===== src/hw/rtl/cps_pkg.sv =====
// ============================================================================
// cps_pkg: shared constants and types for the contact process site update
// Reset values of the thresholds, register indexes, direction codes and the
// status flags that travel with a result beat.
// ============================================================================
`default_nettype none

package cps_pkg;

  // Lattice side length (power of two)
  localparam int SideDefault = 256;

  // Threshold registers: fractions with 16 fractional bits
  localparam int ThrWidth = 17;
  localparam logic [ThrWidth-1:0] DeathReset = 17'd39649;  // 0.605 scaled, rounded down
  localparam logic [ThrWidth-1:0] BirthReset = 17'd65536;

  // Count field width and its saturation value
  localparam int CountWidth = 17;
  localparam logic [CountWidth-1:0] CountMax = 17'h1FFFF;

  // Configuration register indexes
  localparam logic [0:0] CfgDeath = 1'b0;
  localparam logic [0:0] CfgBirth = 1'b1;

  typedef enum logic [1:0] {
    DIR_LEFT  = 2'd0,
    DIR_RIGHT = 2'd1,
    DIR_ABOVE = 2'd2,
    DIR_BELOW = 2'd3
  } dir_e;

  typedef struct packed {
    logic new_value;
    logic changed;
    logic extinct;
  } res_flags_t;

endpackage

`default_nettype wire


===== src/hw/rtl/cps_neighbor.sv =====
// ============================================================================
// cps_neighbor: torus neighbor address
// Step one column or row in the given direction, wrapping at the edges.
// ============================================================================
`default_nettype none

module cps_neighbor #(
  parameter int SIDE = cps_pkg::SideDefault
) (
  input  wire logic [2*$clog2(SIDE)-1:0] site_i,
  input  wire logic [1:0]                dir_i,
  output logic      [2*$clog2(SIDE)-1:0] nbr_o
);

  localparam int LW = $clog2(SIDE);

  logic [LW-1:0] x, y, x_n, y_n;

  assign x = site_i[LW-1:0];
  assign y = site_i[2*LW-1:LW];

  always_comb begin
    x_n = x;
    y_n = y;
    unique case (cps_pkg::dir_e'(dir_i))
      cps_pkg::DIR_LEFT:  x_n = x - LW'(1);
      cps_pkg::DIR_RIGHT: x_n = x + LW'(1);
      cps_pkg::DIR_ABOVE: y_n = y - LW'(1);
      cps_pkg::DIR_BELOW: y_n = y + LW'(1);
      default: ;
    endcase
  end

  assign nbr_o = {y_n, x_n};

endmodule

`default_nettype wire


===== config.mk =====
export PLATFORM = sky130hd
export DESIGN_NAME = cps_neighbor
export DESIGN_NICKNAME = d
export VERILOG_FILES = /design/src/hw/rtl/cps_pkg.sv /design/src/hw/rtl/cps_neighbor.sv
export SDC_FILE = /design/constraint.sdc
export NUM_CORES = 1
export LEC_CHECK = 0
export BUFFER_PORTS_ARGS = -buffer_cell sky130_fd_sc_hd__buf_2
export CAP_MARGIN = 15
export CORE_UTILIZATION = 55
export DETAILED_ROUTE_END_ITERATION = 10
export PLACE_DENSITY = 0.89
export SLEW_MARGIN = 20
export SYNTH_ARGS = -nofsm -noshare
export SYNTH_HDL_FRONTEND = slang
export SYNTH_SLANG_ARGS = --single-unit

===== constraint.sdc =====
create_clock -name vclk -period 3.3
set_input_delay 0.165 -clock vclk [all_inputs]
set_output_delay 0.165 -clock vclk [all_outputs]
set_load 0.02 [all_outputs]

[Word-level counts from Yosys, hierarchy flattened]
Index checks and enable logic that the tools add are counted.
Storage, ports and cells
  output and inout port bits: 16
  register bits: 0
  word-level logic and storage cells: 10
  input port bits: 18
Cells by class
  multiplexer cells: 2
  reductions and logical operators: 1
  add/sub/neg operators: 4
  equality and inequality tests: 3
Operators with widths (number)
  case mux 8 bit (2 select lines): 2
  adder 8 x 1 -> 8 bit (second input constant): 2
  subtractor 8 x 1 -> 8 bit (second input constant): 2
  equality test 2 bit (second input constant): 2
  equality test 2 x 1 -> 1 bit (second input constant): 1
  logical NOT 2 bit: 1

[Depth between registers and ports, before layout]
  depth in word-level cells: 2
  depth in mapped cells: 10
  gate-level depth less buffers: 8

[Worst setup path after synthesis]
OpenSTA, ideal clock, no wires.
  path type: input -> output
  start: input dir_i[1]
  end: output nbr_o[15]
  arrival: 2463 ps
  path buffers: 3
  data required time: 3135 ps
  stages on the path: 10
  slack: 672 ps
  cells stage by stage: buf_2 > buf_2 > clkbuf_1 > nand2_1 > ha_1 > o21ai_1 > nor3_1 > o2111ai_1 > nor3b_2 > xnor2_1
Between the ends
  cells in the longest elaborated chain, start to end: 2
  elaborated cells on any way between the ends: 3
  classes of those cells: eq/ne: 2; mux: 1
RTL lines
  from (decl): RTL line cps_neighbor.sv:11  | input wire logic [1:0] dir_i,
  equality test 2 bit: RTL line cps_neighbor.sv:25  | unique case (cps_pkg::dir_e'(dir_i))
  case mux 8 bit (2 select lines) (*): RTL line cps_neighbor.sv:25
  to (decl): RTL line cps_neighbor.sv:12  | output logic [2*$clog2(SIDE)-1:0] nbr_o
Every way passes the cells marked *; elsewhere a longest branch is shown, timed or not.

[Worst setup path after layout]
  start: input dir_i[1]
  end: output nbr_o[7]
Between the ends
  cells in the longest elaborated chain, start to end: 2
  elaborated cells on any way between the ends: 3
  classes of those cells: eq/ne: 1; mux: 1; reduce/logical: 1
RTL lines (RTL line)
  equality test 2 x 1 -> 1 bit / logical NOT 2 bit (equally long branches): cps_neighbor.sv:25
  case mux 8 bit (2 select lines) (*): cps_neighbor.sv:25
Marks and branches as above.

==> impl_metrics.tcl <==
set metrics [dict create \
    outcome "finished clean" \
    finalNetCount 173 \
    peakVddDrop_mv 0.115 \
    synthMuxAreaShare_pct 6.07 \
    layout.cells.most_common_list "buf_2, ha_1, nand2_1" \
    dpl_cell_area_sq_um 976 \
    path_class "input port to primary output" \
    vias 886 \
    slew_viol_final 0 \
    clkbuf_count 0 \
    hpwl_mm 1.59 \
    syn_area_per_cell_sq_um 7.52 \
    finalCriticalPeriod_ps 2700 \
    post_cts_resized 0 \
    setup_violations 0 \
    synth-xor-area-share_pct 12.0 \
    wl_per_cell_um 12.4 \
    place.gp.congestion 0.849 \
    end_kind "primary output" \
    synth_cells 107 \
    tns_ps 0 \
    drt_iter0_markers 13 \
    area_growth_pct 21.3 \
    initial_utilization_pct 60.3 \
    grt_usage_pct 23.9 \
    drc 0 \
    netlist_area_sq_um 805 \
    final_common_cell "buf_2" \
    die-area_sq_mm 0.00162 \
    overflow 0 \
    relSlewSlack_pct 67.2 \
    fp-row-count 13 \
    worst_slew_pin_slew_ps 492 \
    antenna_left 0 \
    synth.net_count 141 \
    die_w_um 40.2 \
    drtPass1Iterations 4 \
    grt_pass1_wl_mm 2.75 \
    drv_cap 0 \
    period_share_pct 81.7 \
    rsz0062_at_grt "false" \
    synth_top_family_by_area "compound AO/OA/AOI/OAI gates" \
    hold_path_class "input port to primary output" \
    io_pins 34 \
    core_sq_mm 0.00133 \
    synth-seq-area-share_pct 0 \
    synth-simple-area-share_pct 24.6 \
    yosys.area_share.adder_pct 26.7 \
    cp-startpoint "dir_i[1]" \
    drive_gt1_share_pct 31.4 \
    grt_pass1_vias 684 \
    grt_start_max_net_pins 30 \
    cp.arrival_ps 2530 \
    power.density_mw_per_mm2 223 \
    critPathRequiredTime_ps 3130 \
    antenna_found_initial 0 \
    diodes 0 \
    seq_cells 0 \
    wl_mm 1.88 \
    final_design_area_no_fill_sq_um 976 \
    synth_compound_area_share_pct 28.0 \
    fillerInstances 104 \
    regArea_sq_um 0 \
    crit_path_max_fanout 29 \
    crit_end "nbr_o[7]" \
    port_buffers 34 \
    viasPerCell 5.83 \
    hold_viol 0 \
    timing.fmax_ghz 0.371 \
    postCtsHoldBufs 0 \
    postCtsSetupBuffers 0 \
    yosysUniqueCellTypes 32 \
    yosys_warnings 0 \
    cp-start-kind "input port" \
    p_leak_uw 0.000461 \
    die_y_um 40.2 \
]
-- per-layer routing --
layer	wire length, um	GRT usage (%)	part of all wire [%]	vias up
li1	-	-	-	464
met1	850	29.9	45	399
met2	947	45.2	50	21
met3	69	1.11	3.7	2
met4	13	3.33	0.69	0
met5	0	0	0	-
-- worst min path at each step --
| stage | from | endpoint | cells after the start |
|---|---|---|---|
| final | site_i[15] | nbr_o[15] | 3 |
| after global routing | site_i[15] | nbr_o[15] | 3 |
| after CTS | site_i[7] | nbr_o[7] | 3 |
| after detailed placement | site_i[15] | nbr_o[15] | 3 |
| after global placement | site_i[15] | nbr_o[15] | 3 |
| after floorplan | site_i[8] | nbr_o[8] | 1 |
-- power breakdown --
| part | switching, uW | internal, uW | total (uW) |
|---|---|---|---|
| registers | 0 | 0 | 0 |
| clock network | 0 | 0 | 0 |
| logic | 127 | 90.8 | 218 |
| total | 127 | 90.8 | 218 |
-- cell families after synthesis --
logic type | count (synthesis)
muxes | 4
xor gates and xnor gates | 11
AOI/OAI and AO/OA | 33
buffers and inverters | 5
adders and majority gates | 16
and+or+nand+nor | 38
-- through the flow --
stage	power, uW	std cells	hold WS [ps]	setup slack [ps]	utilization, %
after detailed placement	217	152	625	610	73.2
after global placement	209	152	617	703	73.2
final	218	152	626	603	73.2
after floorplan	158	107	454	672	-
after CTS	218	152	628	610	73.2
after global routing	241	152	634	333	73.2
-- synth_stat cells (3+ instances only) --
cell	count	area share, %
ha_1	14	22
nand2_1	13	6.1
a21oi_1	9	5.6
xnor2_1	7	7.6
a21o_1	6	5.6
nor2_1	6	2.8
nor3_1	6	3.7
nand3_1	5	3.1
o21ai_0	5	3.1
xor2_1	4	4.4
mux2_2	3	4.2
-- worst max-delay path: stages --
cell	delay, ps
buf_2	400
inv_1	210
nand2_1	310
ha_1	340
o21ai_0	230
nor3_1	100
o2111ai_1	190
nor3b_1	250
xnor2_1	150
buf_2	180
-- layout make-up --
cell class,count,area [sq um],share of cell area (%)
Tap cell,15,18.8,1.92
Inverter,1,3.75,0.385
Multi-Input combinational cell,102,783,80.3
Timing Repair Buffer,34,170,17.4
Note: power is estimated with default switching activity, not from simulation.
