==> src/hw/rtl/cps_pkg.sv <==
// ============================================================================
// cps_pkg: shared constants and types for the contact process site update
// Reset values of the thresholds, register indexes, direction codes and the
// status flags that travel with a result beat.
// ============================================================================
`default_nettype none

package cps_pkg;

  // Lattice side length (power of two)
  localparam int SideDefault = 256;

  // Threshold registers: fractions with 16 fractional bits
  localparam int ThrWidth = 17;
  localparam logic [ThrWidth-1:0] DeathReset = 17'd39649;  // 0.605 scaled, rounded down
  localparam logic [ThrWidth-1:0] BirthReset = 17'd65536;

  // Count field width and its saturation value
  localparam int CountWidth = 17;
  localparam logic [CountWidth-1:0] CountMax = 17'h1FFFF;

  // Configuration register indexes
  localparam logic [0:0] CfgDeath = 1'b0;
  localparam logic [0:0] CfgBirth = 1'b1;

  typedef enum logic [1:0] {
    DIR_LEFT  = 2'd0,
    DIR_RIGHT = 2'd1,
    DIR_ABOVE = 2'd2,
    DIR_BELOW = 2'd3
  } dir_e;

  typedef struct packed {
    logic new_value;
    logic changed;
    logic extinct;
  } res_flags_t;

endpackage

`default_nettype wire

==> src/hw/rtl/cps_update.sv <==
// ============================================================================
// cps_update: sequencer and update logic
// Clear pass after reset, then per beat: read, decide, write back, report.
// ============================================================================
`default_nettype none

module cps_update #(
  parameter int SIDE = cps_pkg::SideDefault
) (
  input  wire logic                              clk_i,
  input  wire logic                              rst_ni,
  input  wire logic                              start_i,
  input  wire logic [2*$clog2(SIDE)-1:0]         site_i,
  input  wire logic [15:0]                       draw_i,
  input  wire logic [cps_pkg::ThrWidth-1:0]      death_thr_i,
  input  wire logic [cps_pkg::ThrWidth-1:0]      birth_thr_i,
  input  wire logic                              rd_site_i,
  input  wire logic                              rd_nbr_i,
  output logic                                   accept_o,
  output logic                                   busy_o,
  output logic                                   mem_we_o,
  output logic      [2*$clog2(SIDE)-1:0]         mem_waddr_o,
  output logic                                   mem_wdata_o,
  output logic                                   result_valid_o,
  output logic      [15:0]                       site_echo_o,
  output logic      [cps_pkg::CountWidth-1:0]    count_o,
  output cps_pkg::res_flags_t                    flags_o
);

  localparam int AW    = 2 * $clog2(SIDE);
  localparam int Cells = SIDE * SIDE;
  localparam int CW    = AW + 1;
  localparam int XW    = (CW > cps_pkg::CountWidth) ? CW : cps_pkg::CountWidth;
  localparam logic [AW-1:0] Centre = AW'(Cells / 2 + SIDE / 2);

  typedef enum logic [2:0] {
    ST_CLEAR = 3'b001,
    ST_IDLE  = 3'b010,
    ST_EVAL  = 3'b100
  } state_e;

  state_e  state_q, state_d;
  logic [AW-1:0] clr_q, clr_d;
  logic [CW-1:0] cnt_q, cnt_d;
  logic          valid_q;
  logic [AW-1:0] site_q;
  logic [15:0]   draw_q;
  logic [15:0]   echo_q;
  logic [cps_pkg::CountWidth-1:0] count_q;
  cps_pkg::res_flags_t flags_q;

  logic          now, changed;
  logic [XW-1:0] cnt_x;
  logic [cps_pkg::CountWidth-1:0] cnt_sat;

  assign accept_o = start_i && (state_q == ST_IDLE);
  assign busy_o   = (state_q != ST_IDLE);

  // Decide the new occupancy from the registered memory reads
  always_comb begin
    if (rd_site_i) begin
      now = !({1'b0, draw_q} < death_thr_i);
    end else begin
      now = rd_nbr_i && ({1'b0, draw_q} < birth_thr_i);
    end
    changed = now ^ rd_site_i;
  end

  always_comb begin
    cnt_d = cnt_q;
    if ((state_q == ST_EVAL) && changed) begin
      if (now) begin
        cnt_d = cnt_q + CW'(1);
      end else if (cnt_q != '0) begin
        cnt_d = cnt_q - CW'(1);
      end
    end
  end

  assign cnt_x   = XW'(cnt_d);
  assign cnt_sat = (cnt_x > XW'(cps_pkg::CountMax)) ? cps_pkg::CountMax
                                                    : cps_pkg::CountWidth'(cnt_x);

  always_comb begin
    state_d     = state_q;
    clr_d       = clr_q;
    mem_we_o    = 1'b0;
    mem_waddr_o = site_q;
    mem_wdata_o = now;
    unique case (state_q)
      ST_CLEAR: begin
        mem_we_o    = 1'b1;
        mem_waddr_o = clr_q;
        mem_wdata_o = (clr_q == Centre);
        clr_d       = clr_q + AW'(1);
        if (clr_q == '1) begin
          state_d = ST_IDLE;
        end
      end
      ST_IDLE: begin
        if (start_i) begin
          state_d = ST_EVAL;
        end
      end
      ST_EVAL: begin
        mem_we_o = changed;
        state_d  = ST_IDLE;
      end
      default: state_d = ST_CLEAR;
    endcase
  end

  always_ff @(posedge clk_i or negedge rst_ni) begin
    if (!rst_ni) begin
      state_q <= ST_CLEAR;
      clr_q   <= '0;
      cnt_q   <= CW'(1);
      valid_q <= 1'b0;
    end else begin
      state_q <= state_d;
      clr_q   <= clr_d;
      cnt_q   <= cnt_d;
      valid_q <= (state_q == ST_EVAL);
    end
  end

  // Payload: capture on accept, report at the end of the evaluate cycle
  always_ff @(posedge clk_i) begin
    if (accept_o) begin
      site_q <= site_i;
      draw_q <= draw_i;
    end
    if (state_q == ST_EVAL) begin
      echo_q            <= 16'(site_q);
      count_q           <= cnt_sat;
      flags_q.new_value <= now;
      flags_q.changed   <= changed;
      flags_q.extinct   <= (cnt_d == '0);
    end
  end

  assign result_valid_o = valid_q;
  assign site_echo_o    = echo_q;
  assign count_o        = count_q;
  assign flags_o        = flags_q;

endmodule

`default_nettype wire

==> config.mk <==
export PLATFORM = sky130hd
export DESIGN_NAME = cps_update
export DESIGN_NICKNAME = d
export VERILOG_FILES = /design/src/hw/rtl/cps_pkg.sv /design/src/hw/rtl/cps_update.sv
export SDC_FILE = /design/constraint.sdc
export NUM_CORES = 1
export LEC_CHECK = 0
export BUFFER_PORTS_ARGS = -buffer_cell sky130_fd_sc_hd__buf_2
export CAP_MARGIN = 20
export CORE_MARGIN = 3
export CORE_UTILIZATION = 58
export CTS_CLUSTER_DIAMETER = 60
export CTS_CLUSTER_SIZE = 14
export DETAILED_ROUTE_END_ITERATION = 6
export PLACE_DENSITY = 0.84
export SLEW_MARGIN = 25
export SYNTH_ARGS = -nofsm -noshare
export SYNTH_HDL_FRONTEND = slang
export SYNTH_SLANG_ARGS = --single-unit
==> constraint.sdc <==
create_clock -name clk_i -period 6.8 [get_ports clk_i]
set_clock_uncertainty 0.1 [all_clocks]
set_input_delay 1.36 -clock clk_i [delete_from_list [all_inputs] [get_ports clk_i]]
set_output_delay 1.36 -clock clk_i [all_outputs]
set_load 0.02 [all_outputs]
Word level (Yosys, flattened, before mapping)
Index checks and enable logic that the tools add are counted.
Operators by class
  reduce and logical (&&, ||, !) cells: 7
  mux-type cells: 10
  magnitude comparators: 3
  bitwise logic cells: 1
  equal/unequal tests: 8
  add/subtract/negate cells: 3
Operators by type and width (count)
  two-way mux 17 bit: 3
  < comparator 16 x 17 -> 1 bit: 2
  equality test 16 bit (second input constant): 2
  adder 17 x 1 -> 17 bit (second input constant): 1
  greater-than comparator 17 bit (second input constant): 1
  zero test 17 bit: 1
  nonzero test 17 bit: 1
  subtractor 17 x 1 -> 17 bit (second input constant): 1
  adder 16 x 1 -> 16 bit (second input constant): 1
  two-way mux 16 bit: 1
  one-hot mux 3 bit (3 select lines): 1
  two-way mux 3 bit: 2
  != test 2 bit (second input constant): 2
  equality test 3 x 1 -> 1 bit (second input constant): 1
  equality test 3 x 2 -> 1 bit (second input constant): 1
  equality test 3 bit (second input constant): 1
  logical AND 1 bit: 3
  != test 3 x 2 -> 1 bit (second input constant): 1
  two-way mux 1 bit: 2
  one-hot mux 1 bit (2 select lines): 1
  AND reduction 2 bit: 1
  zero test 1 bit: 1
  bitwise XOR 1 bit: 1
Word-level totals
  flip-flop bits (word level): 105
  output and inout bits: 57
  logic and storage cells: 43

Longest topological paths before layout
  depth in word-level cells: 7
  gate-level depth with buffers: 15

Worst setup path after synthesis
Ideal clock, no wire load.
  kind: input to output
  from: input port death_thr_i[8] (netlist bit)
  to: output port mem_wdata_o
  arrival: 3.487 ns
  stages on the path: 8
  path slack: 1.853 ns
  buffers on the path: 0
  cells stage by stage: inv_1 ha_1 a21oi_1 o21ai_1 a2111oi_0 o22ai_1 nor2_1 o21ai_0
On the way
  longest elaborated chain between the ends: 4
Ends and longest elaborated chain
  start: declaration: RTL line cps_update.sv:15  | input wire logic [cps_pkg::ThrWidth-1:0] death_thr_i,
  < comparator 16 x 17 -> 1 bit: RTL line cps_update.sv:62  | now = !({1'b0, draw_q} < death_thr_i);
  zero test 1 bit: RTL line cps_update.sv:62
  two-way mux 1 bit: RTL line cps_update.sv:61  | if (rd_site_i) begin
  two-way mux 1 bit: RTL line cps_update.sv:90  | unique case (state_q)
  end: declaration: RTL line cps_update.sv:23  | output logic mem_wdata_o,
No other way between the ends.

Worst setup path in the final report
  from: input port death_thr_i[10] (netlist bit)
  to: output port mem_wdata_o
The elaborated chain is that of the path after synthesis.

==> results by group <==
Outcome
  – Outcome: completed

Clock tree
  – Post-cts resize count: 0
  – Root Buffer: clkbuf_8
  – Clock-pin transition on the worst setup and hold timing paths: 0.13 ns
  – H-tree lvl count: 3
  – Number of post-CTS setup repair buffers: 0
  – Max clock buf depth: 2
  – Cts-stage hold buffer count: 0
  – CTS Sinks: between 100 and 150
  – Worst skew pair latency: slightly below 0.4 ns
  – CTS tree: yes
  – CTS Buf Count: 9

Synthesis
  – Area leader, netlist: edfxtp_1
  – Synth Register Bits: 105
  – Share of synthesized registers carrying an async set or reset: 35.2%
  – Synth top cells by count: 68 x edfxtp_1, 42 x inv_1, 35 x dfrtp_1, 34 x ha_1, 27 x nand2_1
  – Number of flops mapped to enable cells by yosys: 68
  – Synth Warn #: 0
  – Seq/Total Area, Yosys: 55.5%
  – Syn Nets: 562
  – Post-Syn Area: 0.00536 mm2
  – Post-synth cell types: 59
  – Synth Instances: 457
  – Synth Area per Inst: 11.7 um2
  – Most frequent cell after synthesis: edfxtp_1
  – Ys flop type: edfxtp_1
  – Area contributors post-synth: edfxtp_1 38%, dfrtp_1 16%, ha_1 7.9%
  – Top-area cell type share of the netlist area: between 30% and 40%

Global routing
  – Vias in the first global route: 3,992
  – First-pass GRT wire length: 18,500 um
  – Remaining global-route overflow: 0
  – Overall Global Routing Usage: between 20% and 30%
  – Largest net degree at the start of global routing: 43
  – Antenna violations before repair: 0

Timing
  – Worst-Margin Slew: around 1 ns
  – Rel. slew slack: between 30 and 40%
  – Final worst slack: between 1 and 1.5 ns
  – Fin. max-slew vios: 0
  – Fin crit share: 78.8%
  – Fmax: 187 MHz
  – RSZ-0062 raised after global routing: no
  – # setup viols final: 0
  – Min cycle time layout: 5.36 ns
  – TNS Setup: 0 ns
  – Fin. Hold Viols: 0

Hold path
  – Hold Startpoint: site_q[2]
  – Hold EP: site_echo_o[2]
  – Type of the worst min-delay path: flip-flop to flip-flop
  – Min-Delay Path Depth: 0

Critical path
  – Reg2reg path depth: 13
  – Max Fanout on Critical Path: 9
  – Crit path cell chain: buf_2 -> inv_1 -> ha_1 -> nand4_1 -> a2111oi_0 -> a2111oi_0 -> o22ai_1 -> nor2_1 -> buf_4 -> o21ai_0 -> buf_2
  – Critical Path Sink Type: output port
  – Crit-path leading delay family: compound AO/OA/AOI/OAI gates
  – CP max stage delay: 0.88 ns
  – Crit path from: death_thr_i[10]
  – Reg2reg start: draw_q[4]
  – Worst R2R End: flags_o[0]
  – CP Launch Type: input pin
  – Flop-to-flop setup slack: 2.43 ns
  – Worst EP arrival: 3.90 ns
  – Critical-path top delay cell: a2111oi_0
  – Kind of critical path: input pin to output port
  – WP buf/inv: 4
  – Worst path required time: around 5.3 ns

Floorplan
  – Die X: 102 um
  – Row count: 34
  – I/O pin count: about 130
  – Initial Utilization: 60.5%
  – DIE HEIGHT: just over 100 um
  – Core Area: 0.00885 mm2
  – Full die area: 0.0104 mm2

Flow run
  – Max-cap violations: 0

Routing
  – Routed WL per cell: 16.6 um
  – DR DRC count: 0
  – Via/cell ratio: between 5 and 6
  – Routed via count: around 4,100
  – First-iteration detailed-routing DRC count: 144
  – Post-Route WL: 11,700 um
  – Post-route ant nets: 0
  – First drt pass iteration count: 5

Cells and area
  – Layout area overhead: 18.4%
  – Proportion of layout cells with a drive suffix above 1: 30.3%
  – Fin cells: 702
  – Final nets: 694
  – Final instance area: 0.00634 mm2
  – ANT cells: 0

Place
  – Final weighted congestion in routability-driven placement: about 0.92
  – Dpl cells: 686
  – Dpl cell area: 0.00612 mm2
  – Final HPWL DP: just under 9000 um
  – IO buf count: 127
  – DP Worst Slack: about 1.4 ns

Pwr
  – Leakage: 2.81 nW
  – Power per standard cell area: 212 mW/mm2
  – Max IR drop VDD: 0.000231 V
## metrics by stage
step / hold WS, ns / power [mW] / utilization, %
after floorplan: 0.322 / 0.872 / -
after global placement: 0.325 / 0.934 / 69.2
after detailed placement: 0.337 / 0.944 / 69.2
after CTS: 0.361 / 1.35 / 71.6
after global routing: 0.370 / 1.40 / 71.6
final: 0.354 / 1.34 / 71.6
## how the worst max path moves through the flow
| stage | depth (start not counted) | end | slack, ns |
|---|---|---|---|
| 2_1_floorplan | 8 | mem_wdata_o | 1.85 |
| 6_report | 11 | mem_wdata_o | 1.44 |
| 5_1_grt | 11 | mem_wdata_o | 1.35 |
| 4_1_cts | 11 | mem_wdata_o | 1.46 |
| 3_5_place_dp | 15 | flags_o[0] | 1.43 |
| 3_3_place_gp | 11 | mem_wdata_o | 1.66 |
## flip-flops by register name, indices dropped and copies added (netlist names)
name,count
site_q,16
flags_o,3
site_echo_o,16
draw_q,16
clr_q,16
state_q,3
result_valid_o,1
count_o,17
cnt_q,17
## cell usage in the layout, fill, tap and decap left out, drive strengths merged, types with 9 or more instances in the layout
| master | count |
|---|---|
| nand3 | 16 |
| a21oi | 21 |
| xor2 | 14 |
| nor4 | 10 |
| edfxtp | 68 |
| nor3 | 16 |
| ha | 34 |
| nand2 | 28 |
| mux2 | 16 |
| inv | 48 |
| nor2 | 21 |
| xnor2 | 25 |
| clkbuf | 9 |
| buf | 132 |
| o21ai | 21 |
| dfrtp | 35 |
| nand4 | 12 |
## layer usage
| layer | track usage, % | wire (um) | vias to the layer above |
|---|---|---|---|
| li1 | - | - | 1927 |
| met1 | 28.0 | 4590 | 1968 |
| met2 | 39.8 | 6090 | 155 |
| met3 | 5.26 | 729 | 27 |
| met4 | 8.17 | 247 | 0 |
| met5 | 0 | 0 | - |
## where the power goes
part,internal [mW],switching [mW]
clock,0.156,0.259
sequential,0.702,0.0395
combinational,0.0887,0.100
## layout make-up
type,count,area [um2]
clock buffer,9,124
fill,644,2510
inverter,44,165
sequential,105,2970
tap,108,135
timing repair buffer,132,673
clock inverter,7,96.3
multi-input combinational,297,2180
## cells by family (layout without fill, tap and decap cells)
group | after synthesis | after routing | synth area share, %
buffers and inverters | 55 | 192 | 4.02
xor gates and xnor gates | 39 | 39 | 6.38
AOI/OAI and AO/OA | 63 | 63 | 7.50
DFF | 105 | 105 | 55.5
adders and majority gates | 34 | 34 | 7.94
and+or+nand+nor | 143 | 143 | 15.0
muxes | 18 | 18 | 3.74
No activity file was read; power rests on OpenSTA's default activity.
